<file path="src/hdl/lcdnw_pkg.sv">
package lcdnw_pkg;

  typedef enum logic [4:0] {
    PH_IDLE      = 5'd0,
    PH_POWERUP   = 5'd1,
    PH_HI_PULSE  = 5'd2,
    PH_HI_GAP    = 5'd3,
    PH_LO_PULSE  = 5'd4,
    PH_LO_GAP    = 5'd5,
    PH_ONE_PULSE = 5'd6,
    PH_ONE_GAP   = 5'd7,
    PH_EXTRA     = 5'd8
  } phase_e;

  typedef enum logic [1:0] {
    KIND_TICK = 2'd0,
    KIND_SEND = 2'd1,
    KIND_INIT = 2'd2
  } kind_e;

  localparam int unsigned CfgIdxW = 2;
  localparam int unsigned CfgDataW = 15;

  localparam logic [CfgIdxW-1:0] CFG_POWERUP_WAIT = 2'd0;
  localparam logic [CfgIdxW-1:0] CFG_LONG_WAIT    = 2'd1;
  localparam logic [CfgIdxW-1:0] CFG_PULSE_HIGH   = 2'd2;
  localparam logic [CfgIdxW-1:0] CFG_PULSE_GAP    = 2'd3;

  localparam logic [14:0] INIT_WAIT_FIRST  = 15'd5000;
  localparam logic [14:0] INIT_WAIT_SECOND = 15'd200;
  localparam logic [3:0]  INIT_LAST_STEP   = 4'd9;
  localparam logic [3:0]  INIT_FIRST_CMD   = 4'd5;
  localparam logic [3:0]  NIB_SYNC         = 4'h3;
  localparam logic [3:0]  NIB_FOUR_BIT     = 4'h2;

  typedef struct packed {
    logic       rs;
    logic       en;
    logic [3:0] nib;
  } pins_t;

  typedef struct packed {
    phase_e     phase;
    logic [7:0] held_byte;
    logic       held_select;
    logic [3:0] init_step;
    pins_t      pins;
  } seq_state_t;

  typedef struct packed {
    logic [14:0] powerup_wait;
    logic [14:0] long_wait;
    logic [7:0]  pulse_high;
    logic [7:0]  pulse_gap;
  } cfg_t;

  // function set, 4-bit two lines, display off, clear, display on, home address
  function automatic logic [7:0] init_cmd(logic [3:0] idx);
    logic [7:0] c;
    case (idx)
      4'd0:    c = 8'h28;
      4'd1:    c = 8'h08;
      4'd2:    c = 8'h01;
      4'd3:    c = 8'h0C;
      4'd4:    c = 8'h80;
      default: c = 8'h00;
    endcase
    return c;
  endfunction

endpackage

</file>
<file path="src/hdl/lcdnw_if.sv">
interface lcdnw_in_if;
  logic       valid;
  logic       ready;
  logic [1:0] kind;
  logic [7:0] data_byte;
  logic       is_data;

  modport source (output valid, output kind, output data_byte, output is_data, input ready);
  modport sink   (input valid, input kind, input data_byte, input is_data, output ready);
endinterface

interface lcdnw_out_if;
  logic       valid;
  logic       ready;
  logic       rs_level;
  logic       enable_level;
  logic [3:0] data_nibble;
  logic       busy_res;
  logic       rejected;

  modport source (output valid, output rs_level, output enable_level, output data_nibble,
                  output busy_res, output rejected, input ready);
  modport sink   (input valid, input rs_level, input enable_level, input data_nibble,
                  input busy_res, input rejected, output ready);
endinterface

interface lcdnw_cfg_if;
  logic                           valid;
  logic                           ready;
  logic [lcdnw_pkg::CfgIdxW-1:0]  index;
  logic [lcdnw_pkg::CfgDataW-1:0] data;

  modport source (output valid, output index, output data, input ready);
  modport sink   (input valid, input index, input data, output ready);
endinterface

</file>
<file path="src/hdl/lcdnw_next.sv">
module lcdnw_next #(
  parameter int unsigned WAIT_WIDTH = 15
) (
  input  lcdnw_pkg::cfg_t       cfg_i,
  input  lcdnw_pkg::seq_state_t state_i,
  input  logic [WAIT_WIDTH-1:0] wait_i,
  input  logic [1:0]            kind_i,
  input  logic [7:0]            data_byte_i,
  input  logic                  is_data_i,
  output lcdnw_pkg::seq_state_t state_o,
  output logic [WAIT_WIDTH-1:0] wait_o,
  output logic                  rejected_o
);

  typedef struct packed {
    lcdnw_pkg::seq_state_t st;
    logic [WAIT_WIDTH-1:0] cnt;
  } full_t;

  localparam logic [24:0] WaitMax = 25'((64'd1 << WAIT_WIDTH) - 64'd1);

  function automatic logic [WAIT_WIDTH-1:0] sat_ld(logic [14:0] v);
    logic [24:0] w;
    w = 25'(v);
    return (w > WaitMax) ? WaitMax[WAIT_WIDTH-1:0] : w[WAIT_WIDTH-1:0];
  endfunction

  function automatic full_t begin_pulse(full_t f, lcdnw_pkg::phase_e ph, logic [3:0] nib,
                                        logic [WAIT_WIDTH-1:0] hi);
    full_t r;
    r             = f;
    r.st.pins.en  = 1'b1;
    r.st.pins.nib = nib;
    r.st.phase    = ph;
    r.cnt         = hi;
    return r;
  endfunction

  function automatic full_t start_stage(full_t f, logic [3:0] s, logic [WAIT_WIDTH-1:0] hi);
    full_t r;
    r              = f;
    r.st.init_step = s;
    r.st.pins.rs   = 1'b0;
    if (s <= 4'd3) begin
      r = begin_pulse(r, lcdnw_pkg::PH_ONE_PULSE, lcdnw_pkg::NIB_SYNC, hi);
    end else if (s == 4'd4) begin
      r = begin_pulse(r, lcdnw_pkg::PH_ONE_PULSE, lcdnw_pkg::NIB_FOUR_BIT, hi);
    end else begin
      r.st.held_byte   = lcdnw_pkg::init_cmd(s - lcdnw_pkg::INIT_FIRST_CMD);
      r.st.held_select = 1'b0;
      r = begin_pulse(r, lcdnw_pkg::PH_HI_PULSE, r.st.held_byte[7:4], hi);
    end
    return r;
  endfunction

  function automatic full_t step_over(full_t f, logic [WAIT_WIDTH-1:0] hi,
                                      logic [WAIT_WIDTH-1:0] gap,
                                      logic [WAIT_WIDTH-1:0] lng,
                                      logic [WAIT_WIDTH-1:0] first,
                                      logic [WAIT_WIDTH-1:0] second);
    full_t r;
    r = f;
    case (f.st.phase)
      lcdnw_pkg::PH_POWERUP: r = start_stage(r, 4'd1, hi);
      lcdnw_pkg::PH_HI_PULSE: begin
        r.st.pins.en = 1'b0;
        r.st.phase   = lcdnw_pkg::PH_HI_GAP;
        r.cnt        = gap;
      end
      lcdnw_pkg::PH_HI_GAP:
        r = begin_pulse(r, lcdnw_pkg::PH_LO_PULSE, f.st.held_byte[3:0], hi);
      lcdnw_pkg::PH_LO_PULSE: begin
        r.st.pins.en = 1'b0;
        r.st.phase   = lcdnw_pkg::PH_LO_GAP;
        r.cnt        = gap;
      end
      lcdnw_pkg::PH_ONE_PULSE: begin
        r.st.pins.en = 1'b0;
        r.st.phase   = lcdnw_pkg::PH_ONE_GAP;
        r.cnt        = gap;
      end
      lcdnw_pkg::PH_LO_GAP: begin
        // clear and home commands need the long settle time
        r.st.phase = lcdnw_pkg::PH_EXTRA;
        r.cnt      = (!f.st.held_select && f.st.held_byte[7:2] == 6'd0) ? lng : '0;
      end
      lcdnw_pkg::PH_ONE_GAP: begin
        r.st.phase = lcdnw_pkg::PH_EXTRA;
        r.cnt      = (f.st.init_step == 4'd1) ? first :
                     (f.st.init_step == 4'd2) ? second : '0;
      end
      lcdnw_pkg::PH_EXTRA: begin
        if (f.st.init_step != 4'd0 && f.st.init_step < lcdnw_pkg::INIT_LAST_STEP) begin
          r = start_stage(r, f.st.init_step + 4'd1, hi);
        end else begin
          r.st.init_step = 4'd0;
          r.st.phase     = lcdnw_pkg::PH_IDLE;
          r.cnt          = '0;
        end
      end
      default: begin
        r.st.phase     = lcdnw_pkg::PH_IDLE;
        r.cnt          = '0;
        r.st.init_step = 4'd0;
      end
    endcase
    return r;
  endfunction

  logic [WAIT_WIDTH-1:0] hi_ld, gap_ld, long_ld, pwr_ld, first_ld, second_ld;
  logic                  busy;
  logic                  settle;
  full_t                 f;

  assign hi_ld     = sat_ld((cfg_i.pulse_high == 8'd0) ? 15'd1 : 15'(cfg_i.pulse_high));
  assign gap_ld    = sat_ld(15'(cfg_i.pulse_gap));
  assign long_ld   = sat_ld(cfg_i.long_wait);
  assign pwr_ld    = sat_ld(cfg_i.powerup_wait);
  assign first_ld  = sat_ld(lcdnw_pkg::INIT_WAIT_FIRST);
  assign second_ld = sat_ld(lcdnw_pkg::INIT_WAIT_SECOND);
  assign busy      = (state_i.phase != lcdnw_pkg::PH_IDLE);

  always_comb begin
    f.st       = state_i;
    f.cnt      = wait_i;
    rejected_o = 1'b0;
    settle     = 1'b0;
    case (kind_i)
      lcdnw_pkg::KIND_TICK: begin
        if (busy) begin
          if (f.cnt != '0) f.cnt = f.cnt - 1'b1;
          settle = 1'b1;
        end
      end
      lcdnw_pkg::KIND_SEND: begin
        if (busy) begin
          rejected_o = 1'b1;
        end else begin
          f.st.held_byte   = data_byte_i;
          f.st.held_select = is_data_i;
          f.st.init_step   = 4'd0;
          f.st.pins.rs     = is_data_i;
          f = begin_pulse(f, lcdnw_pkg::PH_HI_PULSE, data_byte_i[7:4], hi_ld);
        end
      end
      lcdnw_pkg::KIND_INIT: begin
        if (busy) begin
          rejected_o = 1'b1;
        end else begin
          f.st.init_step = 4'd0;
          f.st.pins.rs   = 1'b0;
          f.st.pins.en   = 1'b0;
          f.st.phase     = lcdnw_pkg::PH_POWERUP;
          f.cnt          = pwr_ld;
          settle         = 1'b1;
        end
      end
      default: ;
    endcase
    // zero-length waits fall through; every pulse loads a nonzero count, so
    // at most three steps chain before the next stop
    for (int i = 0; i < 3; i++) begin
      if (settle && f.st.phase != lcdnw_pkg::PH_IDLE && f.cnt == '0) begin
        f = step_over(f, hi_ld, gap_ld, long_ld, first_ld, second_ld);
      end
    end
    state_o = f.st;
    wait_o  = f.cnt;
  end

endmodule

</file>
<file path="src/hdl/char_lcd_nibble_write_sequencer_core.sv">
// Four-bit character LCD write sequencer. Every input item (one-microsecond
// tick, byte send, or init request) is taken on its handshake, and its result
// (pin levels, busy, rejected) appears in the output register on the next
// cycle; input ready stays high whenever that register is empty or being read,
// so one item per cycle is sustained while the result side keeps reading. All
// delays are counted in tick items, not clock cycles. Configuration writes are
// always ready and take effect for the next item.
module char_lcd_nibble_write_sequencer_core #(
  parameter int unsigned WAIT_WIDTH = 15
) (
  input  logic        clk_i,
  input  logic        rst_ni,
  lcdnw_in_if.sink    in_i,
  lcdnw_out_if.source out_o,
  lcdnw_cfg_if.sink   cfg_i
);

  lcdnw_pkg::cfg_t       cfg_q;
  lcdnw_pkg::seq_state_t state_q, state_d;
  logic [WAIT_WIDTH-1:0] wait_q, wait_d;
  logic                  rejected_d;
  logic                  out_valid_q;
  logic                  rejected_q;
  logic                  in_xfer;
  logic                  out_xfer;

  assign cfg_i.ready = 1'b1;
  assign in_i.ready  = !out_valid_q || out_o.ready;
  assign in_xfer     = in_i.valid && in_i.ready;
  assign out_xfer    = out_valid_q && out_o.ready;

  always_ff @(posedge clk_i or negedge rst_ni) begin
    if (!rst_ni) begin
      cfg_q.powerup_wait <= 15'd20000;
      cfg_q.long_wait    <= 15'd2000;
      cfg_q.pulse_high   <= 8'd1;
      cfg_q.pulse_gap    <= 8'd45;
    end else if (cfg_i.valid) begin
      case (cfg_i.index)
        lcdnw_pkg::CFG_POWERUP_WAIT: cfg_q.powerup_wait <= cfg_i.data;
        lcdnw_pkg::CFG_LONG_WAIT:    cfg_q.long_wait    <= cfg_i.data;
        lcdnw_pkg::CFG_PULSE_HIGH:   cfg_q.pulse_high   <= cfg_i.data[7:0];
        lcdnw_pkg::CFG_PULSE_GAP:    cfg_q.pulse_gap    <= cfg_i.data[7:0];
        default: ;
      endcase
    end
  end

  lcdnw_next #(
    .WAIT_WIDTH(WAIT_WIDTH)
  ) u_next (
    .cfg_i      (cfg_q),
    .state_i    (state_q),
    .wait_i     (wait_q),
    .kind_i     (in_i.kind),
    .data_byte_i(in_i.data_byte),
    .is_data_i  (in_i.is_data),
    .state_o    (state_d),
    .wait_o     (wait_d),
    .rejected_o (rejected_d)
  );

  always_ff @(posedge clk_i or negedge rst_ni) begin
    if (!rst_ni) begin
      state_q     <= '{phase: lcdnw_pkg::PH_IDLE, default: '0};
      wait_q      <= '0;
      out_valid_q <= 1'b0;
      rejected_q  <= 1'b0;
    end else begin
      if (in_xfer) begin
        state_q     <= state_d;
        wait_q      <= wait_d;
        rejected_q  <= rejected_d;
        out_valid_q <= 1'b1;
      end else if (out_xfer) begin
        out_valid_q <= 1'b0;
      end
    end
  end

  // pins and busy in the result are the state as left by the last item
  assign out_o.valid        = out_valid_q;
  assign out_o.rs_level     = state_q.pins.rs;
  assign out_o.enable_level = state_q.pins.en;
  assign out_o.data_nibble  = state_q.pins.nib;
  assign out_o.busy_res     = (state_q.phase != lcdnw_pkg::PH_IDLE);
  assign out_o.rejected     = rejected_q;

`ifndef ASSERT_OFF
  a_busy_has_wait: assert property (@(posedge clk_i) disable iff (!rst_ni)
    state_q.phase != lcdnw_pkg::PH_IDLE |-> wait_q != '0)
    else $error("sequence active with zero wait count");

  a_pulse_en_high: assert property (@(posedge clk_i) disable iff (!rst_ni)
    (state_q.phase == lcdnw_pkg::PH_HI_PULSE || state_q.phase == lcdnw_pkg::PH_LO_PULSE ||
     state_q.phase == lcdnw_pkg::PH_ONE_PULSE) |-> state_q.pins.en)
    else $error("enable low during pulse phase");

  a_idle_step_clear: assert property (@(posedge clk_i) disable iff (!rst_ni)
    state_q.phase == lcdnw_pkg::PH_IDLE |-> state_q.init_step == 4'd0)
    else $error("init step left over in idle");

  a_reject_busy: assert property (@(posedge clk_i) disable iff (!rst_ni)
    out_valid_q && rejected_q |-> out_o.busy_res)
    else $error("rejected result while not busy");

  a_hold_on_stall: assert property (@(posedge clk_i) disable iff (!rst_ni)
    out_valid_q && !out_o.ready |=> $stable(state_q) && $stable(wait_q))
    else $error("state moved while result stalled");
`endif

endmodule

</file>
<file path="src/flat_wrapper.sv">
// flat-port wrapper written by rule: the top's interface ports become plain ports
module char_lcd_nibble_write_sequencer_core_flat 
#(
  parameter int unsigned WAIT_WIDTH = 15
)
  (clk_i, rst_ni, in_i_valid, in_i_kind, in_i_data_byte, in_i_is_data, in_i_ready, out_o_valid, out_o_rs_level, out_o_enable_level, out_o_data_nibble, out_o_busy_res, out_o_rejected, out_o_ready, cfg_i_valid, cfg_i_index, cfg_i_data, cfg_i_ready);
  lcdnw_in_if in_i_i ();
  lcdnw_out_if out_o_i ();
  lcdnw_cfg_if cfg_i_i ();
  input  logic clk_i;
  input  logic rst_ni;
  input wire logic [$bits(in_i_i.valid)-1:0] in_i_valid;
  input wire logic [$bits(in_i_i.kind)-1:0] in_i_kind;
  input wire logic [$bits(in_i_i.data_byte)-1:0] in_i_data_byte;
  input wire logic [$bits(in_i_i.is_data)-1:0] in_i_is_data;
  output wire logic [$bits(in_i_i.ready)-1:0] in_i_ready;
  output wire logic [$bits(out_o_i.valid)-1:0] out_o_valid;
  output wire logic [$bits(out_o_i.rs_level)-1:0] out_o_rs_level;
  output wire logic [$bits(out_o_i.enable_level)-1:0] out_o_enable_level;
  output wire logic [$bits(out_o_i.data_nibble)-1:0] out_o_data_nibble;
  output wire logic [$bits(out_o_i.busy_res)-1:0] out_o_busy_res;
  output wire logic [$bits(out_o_i.rejected)-1:0] out_o_rejected;
  input wire logic [$bits(out_o_i.ready)-1:0] out_o_ready;
  input wire logic [$bits(cfg_i_i.valid)-1:0] cfg_i_valid;
  input wire logic [$bits(cfg_i_i.index)-1:0] cfg_i_index;
  input wire logic [$bits(cfg_i_i.data)-1:0] cfg_i_data;
  output wire logic [$bits(cfg_i_i.ready)-1:0] cfg_i_ready;
  assign in_i_i.valid = in_i_valid;
  assign in_i_i.kind = in_i_kind;
  assign in_i_i.data_byte = in_i_data_byte;
  assign in_i_i.is_data = in_i_is_data;
  assign in_i_ready = in_i_i.ready;
  assign out_o_valid = out_o_i.valid;
  assign out_o_rs_level = out_o_i.rs_level;
  assign out_o_enable_level = out_o_i.enable_level;
  assign out_o_data_nibble = out_o_i.data_nibble;
  assign out_o_busy_res = out_o_i.busy_res;
  assign out_o_rejected = out_o_i.rejected;
  assign out_o_i.ready = out_o_ready;
  assign cfg_i_i.valid = cfg_i_valid;
  assign cfg_i_i.index = cfg_i_index;
  assign cfg_i_i.data = cfg_i_data;
  assign cfg_i_ready = cfg_i_i.ready;
  char_lcd_nibble_write_sequencer_core #(.WAIT_WIDTH(WAIT_WIDTH)) u_core (.clk_i(clk_i), .rst_ni(rst_ni), .in_i(in_i_i), .out_o(out_o_i), .cfg_i(cfg_i_i));
endmodule
</file>
<file path="config.mk">
export PLATFORM = sky130hd
export DESIGN_NAME = char_lcd_nibble_write_sequencer_core_flat
export DESIGN_NICKNAME = d
export VERILOG_FILES = /design/src/hdl/lcdnw_pkg.sv /design/src/hdl/lcdnw_if.sv /design/src/hdl/lcdnw_next.sv /design/src/hdl/char_lcd_nibble_write_sequencer_core.sv /design/src/flat_wrapper.sv
export SDC_FILE = /design/constraint.sdc
export NUM_CORES = 1
export LEC_CHECK = 0
export BUFFER_PORTS_ARGS = -buffer_cell sky130_fd_sc_hd__buf_4
export CAP_MARGIN = 15
export CORE_AREA = 2 2 170 172
export DETAILED_ROUTE_END_ITERATION = 16
export DIE_AREA = 0 0 172 174
export PLACE_DENSITY = 0.45
export SYNTH_ARGS = -nofsm -noshare
export SYNTH_HDL_FRONTEND = slang
export SYNTH_SLANG_ARGS = --single-unit
</file>
<file path="constraint.sdc">
create_clock -name clk_i -period 5.8 [get_ports clk_i]
set_clock_uncertainty 0.2 [all_clocks]
set_input_delay 0.29 -clock clk_i [delete_from_list [all_inputs] [get_ports clk_i]]
set_output_delay 0.29 -clock clk_i [all_outputs]
set_load 0.05 [all_outputs]
</file>
[After elaboration in Yosys (flattened, before gate mapping)]
Index checks and enable logic that the tools add are counted.
Word-level totals
  flip-flop bits (word level): 87
  output and inout port bits: 11
  input bits: 33
Cells by class
  reductions and logical operators: 57
  $lt $le $gt $ge: 6
  add/sub/neg operators: 7
  multiplexer cells: 75
  equality and inequality tests: 50
Operators by type and width (count)
  15-bit case mux with 5 select lines: 3
  37-bit two-way mux: 6
  39-bit two-way mux: 4
  15-bit two-way mux: 9
  8-bit case mux with 5 select lines: 3
  5-bit case mux with 7 select lines: 3
  4-bit case mux with 3 select lines: 6
  9-bit two-way mux: 7
  5-bit by 3-bit == test with 1-bit output, second input constant: 12
  15-bit zero test: 3
  15-bit case mux with 3 select lines: 1
  13-bit two-way mux: 3
  4-bit by 2-bit == test with 1-bit output, second input constant: 9
  8-bit two-way mux: 4
  5-bit by 2-bit == test with 1-bit output, second input constant: 6
  4-bit by 1-bit == test with 1-bit output, second input constant: 6
  4-bit by 3-bit == test with 1-bit output, second input constant: 6
  6-bit two-way mux: 4
  5-bit nonzero test: 4
  6-bit zero test: 3
  6-bit OR reduction: 3
  4-bit two-way mux: 4
  5-bit by 1-bit == test with 1-bit output, second input constant: 3
  5-bit by 4-bit == test with 1-bit output, second input constant: 3
  other kinds (26): 80

[Longest topological paths before layout]
  depth in word-level cells: 31
  mapped depth: 31
  mapped depth without buffers: 27

[Modules after synthesis]
Synthesis repeated with hierarchy kept, for this count alone.
Unflattened totals
  cell total of the unflattened synthesis: 943
  area total of the unflattened synthesis: 8226.6 um^2
Modules (own cells, without submodules)
  lcdnw_next: area an instance 4909.7 um^2, instances 1, cells each 748, sequential area each 0.0 um^2
  char_lcd_nibble_write_sequencer_core: area an instance 3316.9 um^2, instances 1, cells each 195, sequential area each 2197.1 um^2

[Least setup slack after synthesis]
OpenSTA, ideal clock, no wires.
  kind: in2reg
  start: in in_i_kind[1]
  end: reg u_core.state_q[11] (netlist name)
  cell stages on the path: 27
  path buffers: 2
  slack: -0.715 ns
  data arrival time: 6.239 ns
  cells stage by stage: inv_1 > ha_1 > clkbuf_1 > clkbuf_1 > nor3b_1 > a21oi_1 > and2_1 > inv_1 > ha_1 > inv_1 > o21ai_0 > o211ai_1 > o21ai_1 > a222oi_1 > o31ai_1 > nor3_1 > o2111ai_4 > or2_2 > o31ai_2 > inv_1 > ha_1 > nand2_1 > xnor2_1 > nor2_2 > nor3_4 > mux2_2 > o21ai_1
Between the ends
  word-level cells in the longest chain between the ends: 23
  elaborated cells on any way between the ends: 127
  those cells by class: add/sub (6); order compare (6); eq/ne (38); mux (41); reduce/logical (36)
RTL lines
  from (decl): RTL line flat_wrapper.sv:13  | input wire logic [$bits(in_i_i.kind)-1:0] in_i_kind;
  2-bit == test / 2-bit by 1-bit == test with 1-bit output (equally long branches): RTL line lcdnw_next.sv:128  | case (kind_i)
  6-bit case mux with 2 select lines: RTL line lcdnw_next.sv:128
  4-bit by 1-bit adder with 4-bit output: RTL line lcdnw_next.sv:94  | r = start_stage(r, f.st.init_step + 4'd1, hi);
  4-bit by 2-bit less-or-equal comparator with 1-bit output / 37-bit two-way mux (equally long branches): RTL line lcdnw_next.sv:44, lcdnw_next.sv:46
  37-bit two-way mux: RTL line lcdnw_next.sv:44  | if (s <= 4'd3) begin
  4-bit two-way mux: RTL line lcdnw_next.sv:93  | if (f.st.init_step != 4'd0 && f.st.init_step < lcdnw_pkg::INIT_LAST_STEP) begin
  4-bit case mux with 3 select lines: RTL line lcdnw_next.sv:63  | case (f.st.phase)
  39-bit two-way mux: RTL line lcdnw_next.sv:163  | if (settle && f.st.phase != lcdnw_pkg::PH_IDLE && f.cnt == '0) begin
  (+7 left out)
  4-bit by 3-bit subtractor with 4-bit output: RTL line lcdnw_next.sv:49  | r.st.held_byte = lcdnw_pkg::init_cmd(s - lcdnw_pkg::INIT_FIRST_CMD);
  4-bit by 3-bit == test with 1-bit output, or another cell as far along: RTL line lcdnw_pkg.sv:60  | case (idx)
  8-bit case mux with 5 select lines: RTL line lcdnw_pkg.sv:60
  37-bit two-way mux: RTL line lcdnw_next.sv:46  | end else if (s == 4'd4) begin
  37-bit two-way mux: RTL line lcdnw_next.sv:44
  9-bit two-way mux: RTL line lcdnw_next.sv:93
  9-bit two-way mux
  39-bit two-way mux (*): RTL line lcdnw_next.sv:163
  to (signal assigned): RTL line char_lcd_nibble_write_sequencer_core.sv:71  | state_q <= state_d;
  to (decl): RTL line char_lcd_nibble_write_sequencer_core.sv:19  | lcdnw_pkg::seq_state_t state_q, state_d;
Mark *: on every way between the ends. The rest lies on a longest branch, timed or not.
A chain may end at the register's enable or synchronous reset.

[Final worst setup path]
  start: reg u_core.wait_q[5]
  end: reg u_core.state_q[6] (netlist name)
Between the ends
  word-level cells in the longest chain between the ends: 19
  elaborated cells on any way between the ends: 72
  those cells by class: add/sub (3); order compare (4); eq/ne (19); mux (23); reduce/logical (23)
RTL lines
  from (decl): RTL line char_lcd_nibble_write_sequencer_core.sv:20  | logic [WAIT_WIDTH-1:0] wait_q, wait_d;
  from (signal assigned): RTL line char_lcd_nibble_write_sequencer_core.sv:72  | wait_q <= wait_d;
  15-bit by 1-bit subtractor with 15-bit output / 15-bit nonzero test (equally long branches): RTL line lcdnw_next.sv:131  | if (f.cnt != '0) f.cnt = f.cnt - 1'b1;
  15-bit two-way mux: RTL line lcdnw_next.sv:131
  15-bit two-way mux: RTL line lcdnw_next.sv:130  | if (busy) begin
  15-bit case mux with 3 select lines (*): RTL line lcdnw_next.sv:128
  15-bit zero test: RTL line lcdnw_next.sv:163
  1-bit logical AND: RTL line lcdnw_next.sv:163
  39-bit two-way mux (*): RTL line lcdnw_next.sv:163
  4-bit by 1-bit adder with 4-bit output: RTL line lcdnw_next.sv:94
  (+3 left out)
  4-bit case mux with 3 select lines: RTL line lcdnw_next.sv:63
  39-bit two-way mux (*): RTL line lcdnw_next.sv:163
  4-bit by 1-bit adder with 4-bit output: RTL line lcdnw_next.sv:94
  4-bit by 2-bit less-or-equal comparator with 1-bit output / 37-bit two-way mux (equally long branches): RTL line lcdnw_next.sv:44, lcdnw_next.sv:46
  37-bit two-way mux: RTL line lcdnw_next.sv:44
  4-bit two-way mux: RTL line lcdnw_next.sv:93
  4-bit case mux with 3 select lines: RTL line lcdnw_next.sv:63
  39-bit two-way mux (*): RTL line lcdnw_next.sv:163
Marked as above.

==> impl_metrics.py <==
metrics = {
    "logic_synthesis": {
        "synth_area_leaders": "dfrtp_1 21%, mux2_2 6.7%, dfstp_2 5.1%",
        "syn_inst": 1024,
        "yosys-top-cells-count": "97 x nand2_1, 96 x nor2_1, 71 x dfrtp_1, 64 x a21oi_1, 63 x o21ai_0",
        "yosysMostFrequentCell": "nand2_1",
        "synth_flop_cell": "dfrtp_1",
        "yosysSeqAreaShare_pct": 26.5,
        "ys_types": 102,
        "syn_nets": 1081,
        "yosysWarningCount": 0,
        "post_synth_instance_area_mm2": 0.00828,
        "synth_top_area_share_pct": 21.5,
        "synth-edff-count": 0,
        "synth_area_leader_cell": "dfrtp_1",
        "ys_seq_elements": 87,
        "synth_area_per_cell_um2": 8.08,
        "async_flop_share_pct": 100,
    },
    "grt": {
        "met3_usage_pct": 3.67,
        "grt.met1_usage_pct": 37.8,
        "grt_pass1_wl_um": 58300,
        "grt-busiest-layer": "met2",
        "met2_usage_pct": 38.3,
        "grt_pass1_vias": 9690,
        "overflow": 0,
        "gr-usage-all-layers_pct": 25.7,
        "antenna_found_initial": 0,
        "grt_max_degree": 56,
    },
    "clocking": {
        "cts_root_buffer": "clkbuf_16",
        "cts_tree": "done",
        "clkSlewWorstSetupHoldPaths_ns": 0.08,
        "h-tree-depth": 3,
        "clock_sinks": 87,
        "cts_buffers": 9,
        "clkLatencyLatePin_ns": 0.37,
        "clockBufferDepth": 2,
    },
    "power_and_ir_drop": {
        "ir_drop_mv": 0.151,
        "power_density_mw_per_mm2": 320,
        "p_leak_nw": 5.33,
    },
    "hold_path": {
        "hp-start": "cfg_i_data[2]",
        "hold_path_class": "in2reg",
    },
    "place": {
        "post-place-cells": 1709,
        "dp_hpwl_um": 30500,
        "place_area_mm2": 0.0114,
        "pre_cts_ws_ns": -0.463,
        "io_buffer_count": 42,
        "gp_congestion": 0.945,
    },
    "cells_and_area": {
        "drive_above_1_share_pct": 45.1,
        "area_delta_synth_final_pct": 53.0,
        "multi_input_area_mm2": 0.00635,
        "final_nets": 1447,
        "final_cells": 1779,
        "nFillCells": 2900,
        "final-seq-area_mm2": 0.00220,
        "stdcell_area_mm2": 0.0127,
        "diodes": 0,
        "final_util_pct": 44.9,
    },
    "timing": {
        "period_share_pct": 99.4,
        "rsz0062_at_grt": "true",
        "report.final.hold_viol_count": 0,
        "final-setup-viol-count": 0,
        "clock.fmax_mhz": 173,
        "slew_headroom_pct": 30.6,
        "setup_ws_ns": 0.0341,
        "whs_ns": 0.0234,
        "worst_slew_pin_slew_ns": 1.04,
        "slew_violations": 0,
        "min_period_ns": 5.77,
    },
    "status": {
        "status": "complete, no violations",
    },
    "routing": {
        "drt_pass1_iterations": 7,
        "antenna_left": 0,
        "detail_route.wl_per_cell_um": 21.6,
        "viasPerCell": 5.61,
        "drtIter0Drc": 966,
        "num_vias": 9972,
        "drt-total-wl_um": 38500,
        "drcViolationCount": 0,
    },
    "setup_path": {
        "startpoint": "u_core.wait_q[5]",
        "crit_type": "reg2reg",
        "required_ns": 5.83,
        "critPathCaptureType": "register",
        "reg2reg_from": "u_core.wait_q[5]",
        "crit_arrival_ns": 5.80,
        "worst-path-max-fanout": 5,
        "worst_setup_path_start_kind": "register",
    },
    "die": {
        "die_area_mm2": 0.0299,
        "core_area_mm2": 0.0282,
        "std_cell_rows": 62,
        "fp.dieH_um": 174,
        "initial_core_util_pct": 29.3,
        "die-width_um": 172,
        "ios": 44,
    },
    "flow_run": {
        "maxCapViolations": 0,
    },
}
[final cells by class]
class                           count  area share (%)
Multi-Input combinational cell    852            50.2
Clock inverter                      7           0.543
Tap cell                          384            3.79
Clock buffer                        9            1.78
Inverter                           26           0.790
Timing Repair Buffer              414            25.6
Sequential cell                    87            17.4
[flip-flops by register name, summed over array words and instances (netlist names)]
signal	cells
u_core.out_o.enable_level	1
u_core.out_o.data_nibble	4
u_core.cfg_q	46
u_core.out_o.rejected	1
u_core.state_q	18
u_core.out_o.rs_level	1
u_core.wait_q	15
u_core.out_o.valid	1
[repair_timing]
action / CTS / global route
setup endpoints to repair: 30 / 29
hold buffers: 20 / 0
pin swaps: 22 / 47
hold endpoints to repair: 65 / 0
gates resized for setup: 31 / 83
setup buffers: 12 / 24
[worst max-delay path, cell delays in order, from the launching register on]
cell	delay [ns]
dfrtp_1	0.41
buf_4	0.16
nor4_4	0.39
o211ai_4	0.17
buf_4	0.19
o31ai_4	0.25
o221a_2	0.25
nand4_1	0.14
or4_4	0.62
o31ai_4	0.28
o31ai_4	0.12
inv_2	0.10
ha_4	0.15
o211ai_4	0.10
xnor2_4	0.34
o21ai_4	0.12
a222oi_1	0.45
buf_4	0.20
a31oi_1	0.07
and4bb_2	0.36
buf_6	0.13
nor2_1	0.04
a21oi_1	0.13
buf_4	0.16
o21ai_0	0.07
[placed cells by master, fill, tap and decap left out, types with 24 or more instances in the layout]
master / instances
mux2_2: 48
nand3_1: 28
nor3_1: 31
dfrtp_1: 68
nand2_1: 94
o21ai_0: 60
buf_4: 381
a31oi_1: 24
nor2_1: 91
a21oi_1: 61
[kinds of logic (layout without fill, tap and decap cells)]
kind of cell,count (synthesis),in the layout,share of synthesized area [%]
flip-flops,87,87,26.5
buffers and inverters,85,456,4.34
AO/OA/AOI/OAI,327,327,27.9
adder cells (fa/ha/maj),24,24,3.63
AND/OR/NAND/NOR,420,420,27.1
multiplexers,68,68,8.99
XOR/XNOR,12,12,1.50
other,1,1,0.0453
[metrics by stage]
| step | total power (W) | TNS [ns] |
|---|---|---|
| 2_1_floorplan | 0.00206 | -0.0920 |
| 4_1_cts | 0.00385 | -0.0404 |
| 3_5_place_dp | 0.00314 | -6.25 |
| 5_1_grt | 0.00427 | -1.80 |
| 3_3_place_gp | 0.00315 | -4.35 |
| 6_report | 0.00405 | 0 |
[final timing paths]
path	endpoint	slack [ns]	cells after the start
worst min register to register	u_core.out_o.rejected	0.28	2
max in group asynchronous	u_core.wait_q[4]	3.97	3
worst max-delay path	u_core.state_q[6]	0.03	24
worst min-delay path	u_core.cfg_q[10]	0.02	2
min in group asynchronous	u_core.state_q[16]	0.23	2
worst max register to register	u_core.state_q[6]	0.03	24
[routing by layer]
| layer | share of wire [%] | up-vias |
|---|---|---|
| met5 | 0 | - |
| met4 | 3.2 | 0 |
| met3 | 6.2 | 69 |
| met2 | 43 | 386 |
| met1 | 47 | 4874 |
| li1 | - | 4643 |
[report_power, final]
group | leakage, nW | total, W | switching, W | internal (W)
clock | 0.147 | 0.000613 | 0.000307 | 0.000306
sequential | 1.04 | 0.000919 | 0.000161 | 0.000758
combinational | 4.15 | 0.00252 | 0.00135 | 0.00117
Power figures use the tool's default switching activity.
